==> config.mk <==
export PLATFORM = sky130hd
export DESIGN_NAME = cartridge_header_verifier
export DESIGN_NICKNAME = d
export VERILOG_FILES = /design/src/rtl/chv_pkg.sv /design/src/rtl/chv_byte_update.sv /design/src/rtl/cartridge_header_verifier.sv
export SDC_FILE = /design/constraint.sdc
export NUM_CORES = 1
export LEC_CHECK = 0
export BUFFER_PORTS_ARGS = -buffer_cell sky130_fd_sc_hd__buf_2
export CAP_MARGIN = 5
export CORE_UTILIZATION = 55
export DETAILED_ROUTE_END_ITERATION = 7
export PLACE_DENSITY = 0.76
export SLEW_MARGIN = 20
export SYNTH_ARGS = -nofsm -noshare
export SYNTH_HDL_FRONTEND = slang
export SYNTH_SLANG_ARGS = --single-unit
export TNS_END_PERCENT = 10
==> constraint.sdc <==
create_clock -name clock -period 4.2 [get_ports clock]
set_clock_uncertainty 0.15 [all_clocks]
set_input_delay 0.21 -clock clock [delete_from_list [all_inputs] [get_ports clock]]
set_output_delay 0.21 -clock clock [all_outputs]
set_load 0.01 [all_outputs]
==> src/rtl/chv_pkg.sv <==
// Shared types, header offsets and boot logo table for the cartridge header verifier.
package chv_pkg;

   localparam int ADDR_BITS     = 23;
   localparam int LOGO_LEN      = 48;
   localparam int LOGO_IDX_BITS = $clog2(LOGO_LEN);
   localparam int ROM_SIZE_BITS = 24;

   localparam logic [ROM_SIZE_BITS-1:0] ROM_SIZE_RESET = ROM_SIZE_BITS'(32768);

   localparam logic [ADDR_BITS-1:0] LOGO_BASE = ADDR_BITS'(12'h104);
   localparam logic [ADDR_BITS-1:0] HDR_FIRST = ADDR_BITS'(12'h134);
   localparam logic [ADDR_BITS-1:0] HDR_LAST  = ADDR_BITS'(12'h14C);
   localparam logic [ADDR_BITS-1:0] HDR_CHECK = ADDR_BITS'(12'h14D);
   localparam logic [ADDR_BITS-1:0] GLB_HI    = ADDR_BITS'(12'h14E);
   localparam logic [ADDR_BITS-1:0] GLB_LO    = ADDR_BITS'(12'h14F);

   localparam logic [7:0] LOGO_TABLE [LOGO_LEN] = '{
      8'hCE, 8'hED, 8'h66, 8'h66, 8'hCC, 8'h0D, 8'h00, 8'h0B,
      8'h03, 8'h73, 8'h00, 8'h83, 8'h00, 8'h0C, 8'h00, 8'h0D,
      8'h00, 8'h08, 8'h11, 8'h1F, 8'h88, 8'h89, 8'h00, 8'h0E,
      8'hDC, 8'hCC, 8'h6E, 8'hE6, 8'hDD, 8'hDD, 8'hD9, 8'h99,
      8'hBB, 8'hBB, 8'h67, 8'h63, 8'h6E, 8'h0E, 8'hEC, 8'hCC,
      8'hDD, 8'hDC, 8'h99, 8'h9F, 8'hBB, 8'hB9, 8'h33, 8'h3E
   };

   typedef struct packed {
      logic [ADDR_BITS-1:0] byte_addr;
      logic [7:0]           byte_value;
      logic                 last_byte;
   } chv_req_type;

   typedef struct packed {
      logic logo_ok;
      logic header_ok;
      logic global_ok;
      logic all_ok;
   } chv_rsp_type;

   typedef struct packed {
      logic [7:0]  header_sum;
      logic [15:0] global_sum;
      logic        logo_match;
      logic [7:0]  header_expected;
      logic [15:0] global_expected;
   } chv_state_type;

   localparam chv_state_type STATE_RESET = '{
      header_sum:      8'h00,
      global_sum:      16'h0000,
      logo_match:      1'b1,
      header_expected: 8'h00,
      global_expected: 16'h0000
   };

endpackage

==> src/rtl/chv_byte_update.sv <==
// Per-byte update of the running checks and the pass flags they give.
module chv_byte_update (
   input  chv_pkg::chv_state_type            state,
   input  chv_pkg::chv_req_type              item,
   input  logic [chv_pkg::ROM_SIZE_BITS-1:0] rom_size,
   output chv_pkg::chv_state_type            state_next,
   output chv_pkg::chv_rsp_type              result
);

   logic [chv_pkg::ADDR_BITS-1:0]     addr;
   logic [chv_pkg::ADDR_BITS-1:0]     logo_off;
   logic [chv_pkg::LOGO_IDX_BITS-1:0] logo_idx;
   logic                              in_logo;
   logic                              in_header;
   logic                              in_rom;
   logic [7:0]                        b;

   assign addr      = item.byte_addr;
   assign b         = item.byte_value;
   assign logo_off  = addr - chv_pkg::LOGO_BASE;
   assign logo_idx  = logo_off[chv_pkg::LOGO_IDX_BITS-1:0];
   assign in_logo   = (addr >= chv_pkg::LOGO_BASE) &&
                      (logo_off < chv_pkg::ADDR_BITS'(chv_pkg::LOGO_LEN));
   assign in_header = (addr >= chv_pkg::HDR_FIRST) && (addr <= chv_pkg::HDR_LAST);
   assign in_rom    = (chv_pkg::ROM_SIZE_BITS'(addr) < rom_size) &&
                      (addr != chv_pkg::GLB_HI) && (addr != chv_pkg::GLB_LO);

   always_comb begin
      state_next = state;
      if (in_logo && (b != chv_pkg::LOGO_TABLE[logo_idx])) begin
         state_next.logo_match = 1'b0;
      end
      if (in_header) begin
         state_next.header_sum = state.header_sum - b - 8'd1;
      end
      if (addr == chv_pkg::HDR_CHECK) begin
         state_next.header_expected = b;
      end
      if (addr == chv_pkg::GLB_HI) begin
         state_next.global_expected[15:8] = b;
      end
      if (addr == chv_pkg::GLB_LO) begin
         state_next.global_expected[7:0] = b;
      end
      if (in_rom) begin
         state_next.global_sum = state.global_sum + {8'h00, b};
      end
   end

   always_comb begin
      result.logo_ok   = state_next.logo_match;
      result.header_ok = state_next.header_sum == state_next.header_expected;
      result.global_ok = state_next.global_sum == state_next.global_expected;
      result.all_ok    = result.logo_ok && result.header_ok && result.global_ok;
   end

endmodule

==> src/rtl/cartridge_header_verifier.sv <==
// Top level: streams image bytes through the header, logo and global checks.
//
//   port group   dir   beat carries              flow control
//   req_*        in    chv_req_type (one byte)   req_valid / req_stall
//   rsp_*        out   chv_rsp_type (verdict)    rsp_valid / rsp_stall
//   csr_*        in    rom_size_bytes, 24 bits   write enable only
//
// One byte per cycle while req_stall is low. A beat lands in the input
// register, then updates the running sums and, for the last byte, loads the
// result register, which drives rsp_valid.
// Reset (synchronous) clears valids and sums and sets rom size to 32768.
// Only a last byte waits on a held result; other bytes keep flowing while
// rsp_stall is high, so req_stall rises only for a last byte behind a full
// result register.
module cartridge_header_verifier (
   input  logic                              clock,
   input  logic                              reset,
   input  logic                              req_valid,
   output logic                              req_stall,
   input  chv_pkg::chv_req_type              req_data,
   output logic                              rsp_valid,
   input  logic                              rsp_stall,
   output chv_pkg::chv_rsp_type              rsp_data,
   input  logic                              csr_write_enable,
   input  logic [chv_pkg::ROM_SIZE_BITS-1:0] csr_write_data
);

   // config register
   logic [chv_pkg::ROM_SIZE_BITS-1:0] rom_size_ff;

   // input register
   logic                  in_valid_ff;
   logic                  in_valid_in;
   chv_pkg::chv_req_type  in_item_ff;

   // running check state
   chv_pkg::chv_state_type state_ff;
   chv_pkg::chv_state_type state_in;
   chv_pkg::chv_state_type state_next;

   // result register
   logic                 rsp_valid_ff;
   logic                 rsp_valid_in;
   chv_pkg::chv_rsp_type rsp_data_ff;
   chv_pkg::chv_rsp_type result;

   logic advance;
   logic in_load;
   logic emit;

   chv_byte_update u_update (
      .state      (state_ff),
      .item       (in_item_ff),
      .rom_size   (rom_size_ff),
      .state_next (state_next),
      .result     (result)
   );

   // a held byte moves on unless it is last and the result slot is blocked
   assign advance   = in_valid_ff &&
                      !(in_item_ff.last_byte && rsp_valid_ff && rsp_stall);
   assign req_stall = in_valid_ff && !advance;
   assign in_load   = !req_stall;
   assign emit      = advance && in_item_ff.last_byte;

   always_comb begin
      in_valid_in = in_valid_ff;
      if (in_load) begin
         in_valid_in = req_valid;
      end
   end

   always_comb begin
      state_in = state_ff;
      if (advance) begin
         state_in = in_item_ff.last_byte ? chv_pkg::STATE_RESET : state_next;
      end
   end

   always_comb begin
      rsp_valid_in = rsp_valid_ff && rsp_stall;
      if (emit) begin
         rsp_valid_in = 1'b1;
      end
   end

   always_ff @(posedge clock) begin
      if (reset) begin
         rom_size_ff  <= chv_pkg::ROM_SIZE_RESET;
         in_valid_ff  <= 1'b0;
         rsp_valid_ff <= 1'b0;
         state_ff     <= chv_pkg::STATE_RESET;
      end else begin
         if (csr_write_enable) begin
            rom_size_ff <= csr_write_data;
         end
         in_valid_ff  <= in_valid_in;
         rsp_valid_ff <= rsp_valid_in;
         state_ff     <= state_in;
      end
   end

   // payload registers, no reset
   always_ff @(posedge clock) begin
      if (in_load) begin
         in_item_ff <= req_data;
      end
      if (emit) begin
         rsp_data_ff <= result;
      end
   end

   assign rsp_valid = rsp_valid_ff;
   assign rsp_data  = rsp_data_ff;

`ifndef NO_ASSERTIONS
   // stall is only raised against a held last byte
   a_stall_cause: assert property (@(posedge clock) disable iff (reset)
      req_stall |-> (in_valid_ff && in_item_ff.last_byte && rsp_valid_ff))
      else $error("req_stall without a blocked last byte");

   // a delivered verdict leaves the running checks cleared
   a_clear_after_emit: assert property (@(posedge clock) disable iff (reset)
      emit |=> (state_ff == chv_pkg::STATE_RESET))
      else $error("check state not cleared after verdict");

   // ordinary bytes flowing past a held result do not disturb it
   a_hold_result: assert property (@(posedge clock) disable iff (reset)
      (rsp_valid_ff && rsp_stall && !emit) |=> (rsp_valid_ff && $stable(rsp_data_ff)))
      else $error("held result changed");
`endif

endmodule

After elaboration in Yosys (flattened, before gate mapping) --
Memory sizes are Yosys's and may differ from the RTL's. Index checks and enable logic that the tools add are counted.
Word-level totals: bits in registers 111, output and inout bits 6, bits of input ports 61, bits in latches 0, logic and storage cells 60, memories 1, bits in read-only memories 512, RAM bits 0
Operators by class: add/subtract/negate cells 4, divide/modulo/power cells 0, order comparisons 6, reductions and logical operators 15, shifts and indexed selects 0, equality and inequality tests 8, multipliers 0, bitwise operators 1, multiplexer cells 10
Memories:
- (no name shown) | words 64, bits a word 8, read ports 1, clocked after Yosys merged registers in 0, write ports 0, RTL line chv_byte_update.sv:30 | if (in_logo && (b != chv_pkg::LOGO_TABLE[logo_idx])) begin
Operators by type and width (number):
- equality test 23 x 9 -> 1 bit (second input constant) | 3
- 2-to-1 mux 49 bit | 1
- 2-to-1 mux 8 bit | 6
- >= comparator 23 x 9 -> 1 bit (second input constant) | 2
- inequality test 23 x 9 -> 1 bit (second input constant) | 2
- < comparator 23 x 24 -> 1 bit | 1
- less-or-equal comparator 23 x 9 -> 1 bit (second input constant) | 1
- < comparator 23 x 6 -> 1 bit (second input constant) | 1
- subtractor 23 x 9 -> 23 bit (second input constant) | 1
- adder 16 x 8 -> 16 bit | 1
- equality test 16 bit | 1
- 2-to-1 mux 16 bit | 1
- logical AND 1 bit | 13
- equality test 8 bit | 1
- inequality test 8 bit | 1
- subtractor 8 x 1 -> 8 bit (second input constant) | 1
- subtractor 8 bit | 1
- >= comparator 7 bit (second input constant) | 1
- inverter 6 -> 7 bit | 1
- logical NOT 1 bit | 2
- 2-to-1 mux 1 bit | 2

Logic depth before layout (Yosys ltp) --
Gate-level depths: netlist of the first run.
word-level depth 10, gate-level depth with buffers 14, gate-level depth less buffers 13

Modules after synthesis --
Synthesis of the first run repeated with hierarchy kept, for this count alone.
Second synthesis, totals: cells, all modules 878, area total of the unflattened synthesis 7975.1 um^2
By module, submodules not included:
- cartridge_header_verifier | instances 1, seq. area each 2582.5 um^2, area an instance 4426.7 um^2, cells an instance 355
- chv_byte_update | instances 1, seq. area each 0.0 um^2, area an instance 3548.4 um^2, cells an instance 523

Worst setup path before layout of the first run --
No wires, ideal clock.
path type flip-flop to flip-flop, start point register in_item_ff[11] in the netlist's numbering, end point register rsp_data_ff (netlist bit rsp_data[0]), data pin, path buffers 1, required time 3916 ps, clock period less this slack 3407 ps, setup time 134 ps, arrival time 3123 ps, cell stages (with the launch flop) 13, setup slack 793 ps, cells stage by stage edfxtp_1 -> clkbuf_1 -> inv_1 -> ha_1 -> or4b_2 -> a22oi_1 -> a41oi_1 -> xnor2_1 -> and3_1 -> o211ai_1 -> o31ai_1 -> nor4b_1 -> and4bb_1
RTL lines:
- from (decl) | RTL line cartridge_header_verifier.sv:34 | chv_pkg::chv_req_type in_item_ff;
- from (signal assigned) | RTL line cartridge_header_verifier.sv:106 | in_item_ff <= req_data;
- to (signal assigned) | RTL line cartridge_header_verifier.sv:109 | rsp_data_ff <= result;
- to (decl) | RTL line cartridge_header_verifier.sv:44 | chv_pkg::chv_rsp_type rsp_data_ff;

==> flow_summary.json, run 1 <==
{
  "startpoint": "in_item_ff[12]$_DFFE_PN_",
  "required_ns": 4.29,
  "synthArstFlopShare_pct": 0,
  "post_cts_resized": 0,
  "power-per-cell-area_mw_per_mm2": 295.6,
  "dr.pass1.iters": 5,
  "timing.max_cap.violations": 0,
  "endpoint": "rsp_data[0]$_DFFE_PP_",
  "r2r_end": "rsp_data[0]$_DFFE_PP_",
  "antenna_found_initial": 0,
  "nets": 1015,
  "start_util_pct": 57.04,
  "die-area_mm2": 0.01366,
  "cts_tree": "built",
  "maxSlewHeadroom_pct": 28.63,
  "post-synth-top-count-cell": "nor2_1",
  "cts_buffers": 9,
  "worstMarginPinSlew_ns": 1.067,
  "path_buf_inv": 1,
  "grt_pass1_vias": 6483,
  "synth_cell_types": 71,
  "final_cell_area_mm2": 0.008622,
  "drtAntennaViolNets": 0,
  "wl_per_cell_um": 18.29,
  "dp_hpwl_um": 13610,
  "setup_tns_ns": 0,
  "synth_commonest_cells": "nor2_1, dfxtp_1, mux2i_1, ha_1",
  "reg2reg_setup_slack_ns": 0.37,
  "slew_viol_final": 0,
  "hp-class": "primary input to flip-flop",
  "diodes": 0,
  "clk_latency_ns": 0.36,
  "peakVddDrop_v": 0.0002714,
  "synth_edf_count": 36,
  "drc_errors": 0,
  "syn_nets": 909,
  "place_area_mm2": 0.007722,
  "htree_levels": 3,
  "track_usage_pct": 30.35,
  "dieWidth_um": 116.9,
  "synthCells": 801,
  "synth_top_area_cell": "dfxtp_1",
  "period_needed_ns": 3.831,
  "clock-sinks": 111,
  "critPathMaxStageDelay_ns": 0.76,
  "r2r_start": "in_item_ff[12]$_DFFE_PN_",
  "grt-ovfl-total": 0,
  "max_freq_ghz": 0.2610,
  "fin_crit_sh_pct": 91.22,
  "finalHoldViolations": 0,
  "drt_iter0_drc": 463,
  "crit_chain": "inv_1 -> ha_1 -> xor2_1 -> nor2_1 -> o21a_1 -> o41ai_1 -> and3_1 -> o211ai_1 -> o31ai_1 -> nor4b_1 -> and4bb_1",
  "power_leakage_nw": 3.419,
  "routabilityCongestion": 0.9326,
  "synth_area_leaders": "dfxtp_1, edfxtp_1, mux2i_1",
  "cp_slowest_cell": "xor2_1",
  "path_clk_slew_ns": 0.08,
  "final_cells": 1084,
  "ys_warn_count": 0,
  "syn_area_mm2": 0.007257,
  "rows": 41,
  "avgSynthCellArea_um2": 9.060,
  "area_delta_synth_final_pct": 18.81,
  "status": "finished, final reports clean",
  "r2r_cells": 11,
  "start_kind": "flip-flop",
  "hold_buffers": 58,
  "setup_violations": 0,
  "arrival_ns": 3.92,
  "cp_top_family": "compound AO/OA/AOI/OAI gates",
  "place_inst": 1010,
  "fin_util_pct": 67.77,
  "drive_above_1_share_pct": 12.72,
  "yosysSeqAreaShare_pct": 35.59,
  "via_per_inst": 6.047,
  "synth_ff_type": "dfxtp_1",
  "port_buffers": 66,
  "crit_path_end_kind": "flip-flop",
  "critPathMaxFanout": 13,
  "cts-root-buf": "clkbuf_16",
  "via_count": 6555,
  "crit_type": "flip-flop to flip-flop",
  "io_pins": 67,
  "yosysTopAreaCellShare_pct": 20.69,
  "grt_pass1_wl_um": 31730,
  "critical_path_cell_count": 11,
  "core_area_mm2": 0.01272,
  "post-cts-setup-buffer-count": 0,
  "synth-seq-cells": 111,
  "cts_max_path_buffers": 2,
  "rsz0062_at_grt": "false",
  "grt_max_degree": 47,
  "die_h_um": 116.9,
  "routed_wl_um": 19820
}
## metrics by stage
stage / hold slack, ns / power (mW) / setup WS, ns
5_1_grt: 0.3286 / 2.646 / 0.08018
2_1_floorplan: 0.1589 / 1.476 / 0.7930
4_1_cts: 0.3020 / 2.542 / 0.4063
3_3_place_gp: 0.2368 / 1.582 / 0.4938
6_report: 0.3125 / 2.549 / 0.3687
3_5_place_dp: 0.2381 / 1.596 / 0.4044
## how the worst min path moves through the flow
stage | start | end | cells after the start
2_1_floorplan | req_data[0] | in_item_ff[0]$_DFFE_PN_ | 0
3_3_place_gp | req_data[4] | in_item_ff[4]$_DFFE_PN_ | 1
3_5_place_dp | req_data[5] | in_item_ff[5]$_DFFE_PN_ | 1
4_1_cts | csr_write_enable | rom_size_ff[15]$_SDFFE_PP1P_ | 3
5_1_grt | csr_write_enable | rom_size_ff[15]$_SDFFE_PP1P_ | 3
6_report | csr_write_enable | rom_size_ff[15]$_SDFFE_PP1P_ | 3
## state kept, by name, summed over array words and instances, names as in the netlist
signal / cells
in_valid_ff: 1
in_item_ff: 32
rsp_data: 4
rom_size_ff: 24
state_ff: 49
rsp_valid: 1
## layout by cell type (no fill, tap or decap), drive strengths merged, types with 39 or more instances in the layout
cell type,Yosys,final
nor2,90,90
buf,13,84
dfxtp,75,75
dlygate4sd3,0,58
mux2i,57,57
inv,44,49
ha,45,45
xnor2,44,44
a21oi,40,40
a22oi,39,39
## worst reg2reg max path, cell delays in order (launching register included)
cell      delay, ns
edfxtp_1       0.46
inv_1          0.13
ha_1           0.24
xor2_1         0.76
nor2_1         0.09
o21a_1         0.21
o41ai_1        0.43
and3_1         0.23
o211ai_1       0.08
o31ai_1        0.47
nor4b_1        0.25
and4bb_1       0.21
## cell families (layout without fill, tap and decap cells)
group	Yosys count	in the layout	synth area share (%)
mux	57	57	7.862
compound gates	193	193	18.52
buf+inv	93	204	5.345
fa+ha+maj	47	47	8.310
xor+xnor	52	52	6.276
flops	111	111	35.59
simple gates	248	248	18.10
## layout make-up
| cell class | count | area, um2 |
|---|---|---|
| fillers | 1031 | 4100 |
| clock inverters | 6 | 73.82 |
| flip-flops and latches | 111 | 2582 |
| clock buffers | 10 | 239.0 |
| inverters | 46 | 172.7 |
| well taps | 172 | 215.2 |
| multi-input cells | 597 | 4293 |
| repair buffers | 142 | 1046 |
## report_power, final
part	leakage, nW	total [mW]	switching (mW)	internal (mW)
Sequential	0.981	1.19	0.0434	1.14
Clock	0.156	0.924	0.433	0.491
Combinational	2.28	0.440	0.241	0.199
Total	3.42	2.55	0.717	1.83
## routing by layer
layer	wire [um]	vias up	track usage, %
li1	-	3150	-
met1	8359	3158	36.63
met2	9837	211	52.74
met3	1097	36	6.746
met4	530	0	11.73
met5	0	-	0
(Power assumes the default switching activity.)
==> inputs of run 2 (changes only) <==
--- a/config.mk
+++ b/config.mk
@@ -5,11 +5,12 @@
 export SDC_FILE = /design/constraint.sdc
 export NUM_CORES = 1
 export LEC_CHECK = 0
+export ABC_AREA = 1
 export BUFFER_PORTS_ARGS = -buffer_cell sky130_fd_sc_hd__buf_2
 export CAP_MARGIN = 5
 export CORE_UTILIZATION = 55
 export DETAILED_ROUTE_END_ITERATION = 7
-export PLACE_DENSITY = 0.76
+export PLACE_DENSITY = 0.75
 export SLEW_MARGIN = 20
 export SYNTH_ARGS = -nofsm -noshare
 export SYNTH_HDL_FRONTEND = slang
==> run 2 against run 1 <==
Routed wire length is 8.2% higher; critical path depth is 6 higher; clock-buffer cell count shrank 1; highest routed layer is now met5.
==> flow_summary.json, run 2 <==
{
  "status": "finished, final reports clean",
  "peakVddDrop_v": 0.0003105,
  "cts_max_path_buffers": 2,
  "synth-seq-cells": 111,
  "drtAntennaViolNets": 0,
  "synth_top_family_by_area": "simple AND/OR/NAND/NOR gates",
  "synthAdderAreaFrac_pct": 7.676,
  "port_buffers": 66,
  "max_freq_ghz": 0.3076,
  "p_seq_share_pct": 45.5,
  "place_area_mm2": 0.008318,
  "rows": 43,
  "grt-ovfl-total": 0,
  "dp_worst_setup_slack_ns": 1.032,
  "diodes": 0,
  "post_cts_resized": 0,
  "dieWidth_um": 121.5,
  "largest_reg_flops": 49,
  "synth_cell_types": 42,
  "power_mw": 2.611,
  "via_per_inst": 5.389,
  "synth_edf_count": 36,
  "worstMarginPinSlew_ns": 0.7972,
  "timing.max_cap.violations": 0,
  "intPower_mw": 1.774,
  "core_area_mm2": 0.01388,
  "setup_ws_ns": 0.9492,
  "start_util_pct": 56.60,
  "r2r_start": "in_item_ff[11]$_DFFE_PN_",
  "cts_buffers": 9,
  "hold_buffers": 50,
  "synth_ff_type": "dfxtp_1",
  "grt_pass1_vias": 7432,
  "synth-simple-area-share_pct": 35.85,
  "track_usage_pct": 30.20,
  "antenna_found_initial": 1,
  "via_count": 7965,
  "drive_above_1_share_pct": 10.17,
  "die-area_mm2": 0.01477,
  "syn_nets": 1299,
  "clockPowerShare_pct": 34.1,
  "startpoint": "in_item_ff[11]$_DFFE_PN_",
  "power_leakage_nw": 4.461,
  "crit_type": "flip-flop to flip-flop",
  "setup_violations": 0,
  "io_pins": 67,
  "drt_iter0_drc": 609,
  "final_cell_area_mm2": 0.009149,
  "start_kind": "flip-flop",
  "fin_util_pct": 65.91,
  "area_delta_synth_final_pct": 16.45,
  "cts-root-buf": "clkbuf_16",
  "slew_viol_final": 0,
  "avgSynthCellArea_um2": 6.596,
  "required_ns": 4.28,
  "finalHoldViolations": 0,
  "synth_compound_area_share_pct": 11.93,
  "critPathMaxFanout": 15,
  "period_needed_ns": 3.251,
  "synth_top_area_cell": "dfxtp_1",
  "post-synth-top-count-cell": "nand2_1",
  "post-cts-setup-buffer-count": 0,
  "power.share.switching_pct": 32.06,
  "ys_warn_count": 0,
  "syn_area_mm2": 0.007856,
  "setup_tns_ns": 0,
  "power-per-cell-area_mw_per_mm2": 285.4,
  "path_clk_slew_ns": 0.08,
  "arrival_ns": 3.33,
  "htree_levels": 3,
  "yosysTopAreaCellShare_pct": 19.11,
  "grt_max_degree": 51,
  "rsz0062_at_grt": "false",
  "dp_hpwl_um": 14860,
  "synth_commonest_cells": "nand2_1, inv_1, nand3_1, a21oi_1, nor2_1",
  "synthCells": 1191,
  "routed_wl_um": 21450,
  "crit_path_end_kind": "flip-flop",
  "muxShareOfSynthArea_pct": 0,
  "largest_register": "state_ff",
  "wl_per_cell_um": 14.52,
  "routabilityCongestion": 0.9216,
  "clk_latency_ns": 0.37,
  "cts_tree": "built",
  "hp-class": "primary input to flip-flop",
  "nets": 1401,
  "synth_area_leaders": "dfxtp_1, nand2_1, edfxtp_1",
  "final_cell_mix": "nand2_1, inv_1, nand3_1, a21oi_1, nor2_1",
  "p_comb_share_pct": 20.4,
  "maxSlewHeadroom_pct": 46.80,
  "grt_pass1_wl_um": 35090,
  "yosysSeqAreaShare_pct": 32.87,
  "clock-sinks": 111,
  "fin_crit_sh_pct": 77.40,
  "layout_commonest_cell": "nand2_1",
  "synthXorXnorAreaFrac_pct": 1.545,
  "power_switching_mw": 0.8372,
  "dr.pass1.iters": 5,
  "reg_top3": "state_ff: 49 flops, in_item_ff: 32 flops, rom_size_ff: 24 flops",
  "min_from": "csr_write_data[2]",
  "drc_errors": 0,
  "synthArstFlopShare_pct": 0,
  "die_h_um": 121.5
}
==> run 2: changes by cell type after synthesis, sizes merged, moves of 8 or more <==
cell    delta
a21oi     +49
clkbuf    -14
a22oi     -38
nand2b    -10
xnor2     -37
nand3     +94
and3      -11
o21ai     +41
nor2b      -8
mux2i     -57
nand2    +357
inv      +126
==> run 2: metrics by stage <==
stage          instances  hold slack (ns)
3_3_place_gp        1411           0.2365
2_1_floorplan       1191           0.1589
4_1_cts             1477         0.002010
6_report            1478         0.001515
3_5_place_dp        1411           0.2381
5_1_grt             1478          0.03766
==> run 2: worst max-delay path: stages (launching register included) <==
cell	delay, ns
edfxtp_1	0.36
buf_4	0.20
inv_1	0.23
ha_1	0.42
inv_1	0.37
nand2_1	0.16
inv_1	0.11
o21ai_0	0.12
nand3_1	0.09
nand3_1	0.07
nand2_1	0.09
xor2_1	0.17
nand2_1	0.07
nor2_1	0.08
nand2_1	0.06
a21oi_1	0.19
nand2_1	0.07
nor2_1	0.11
==> run 2: kinds of logic (layout without fill, tap and decap cells) <==
group                      count (synthesis)  in the layout
AOI/OAI and AO/OA                        176            176
DFF                                      111            111
and+or+nand+nor                          640            640
xor gates and xnor gates                  13             13
adders and majority gates                 47             47
buffers and inverters                    204            311
==> run 2: cell type report <==
cell class	count	area [um2]
Timing Repair Buffer	124	910.9
Clock buffer	9	225.2
Multi-Input combinational cell	876	4486
Tap cell	180	225.2
Clock inverter	7	77.57
Inverter	171	641.9
Fill cell	1292	4732
Sequential cell	111	2582
==> run 2: worst paths after layout <==
check	depth (start not counted)	endpoint	slack (ns)
setup / recovery	17	rsp_data[0]$_DFFE_PP_	0.95
hold / removal	3	rom_size_ff[2]$_SDFFE_PP0P_	0.002
setup reg to reg	17	rsp_data[0]$_DFFE_PP_	0.95
hold reg to reg	2	state_ff[13]$_SDFFE_PP0P_	0.32
==> run 2: per-layer routing <==
layer  wire length [um]  vias up  GRT usage [%]
met5                 13        -              0
met3                971       45          5.075
met4                516        2          11.03
li1                   -     4059              -
met1               9688     3653          38.51
met2              10260      206          51.14
==> run 2: power groups by stage <==
| stage | registers [mW] | clock network [mW] | logic, mW |
|---|---|---|---|
| 5_1_grt | 1.19 | 0.945 | 0.603 |
| 6_report | 1.19 | 0.889 | 0.533 |
| 2_1_floorplan | 1.20 | 0 | 0.365 |
| 4_1_cts | 1.19 | 0.897 | 0.524 |
| 3_3_place_gp | 1.21 | 0 | 0.479 |
| 3_5_place_dp | 1.21 | 0 | 0.484 |
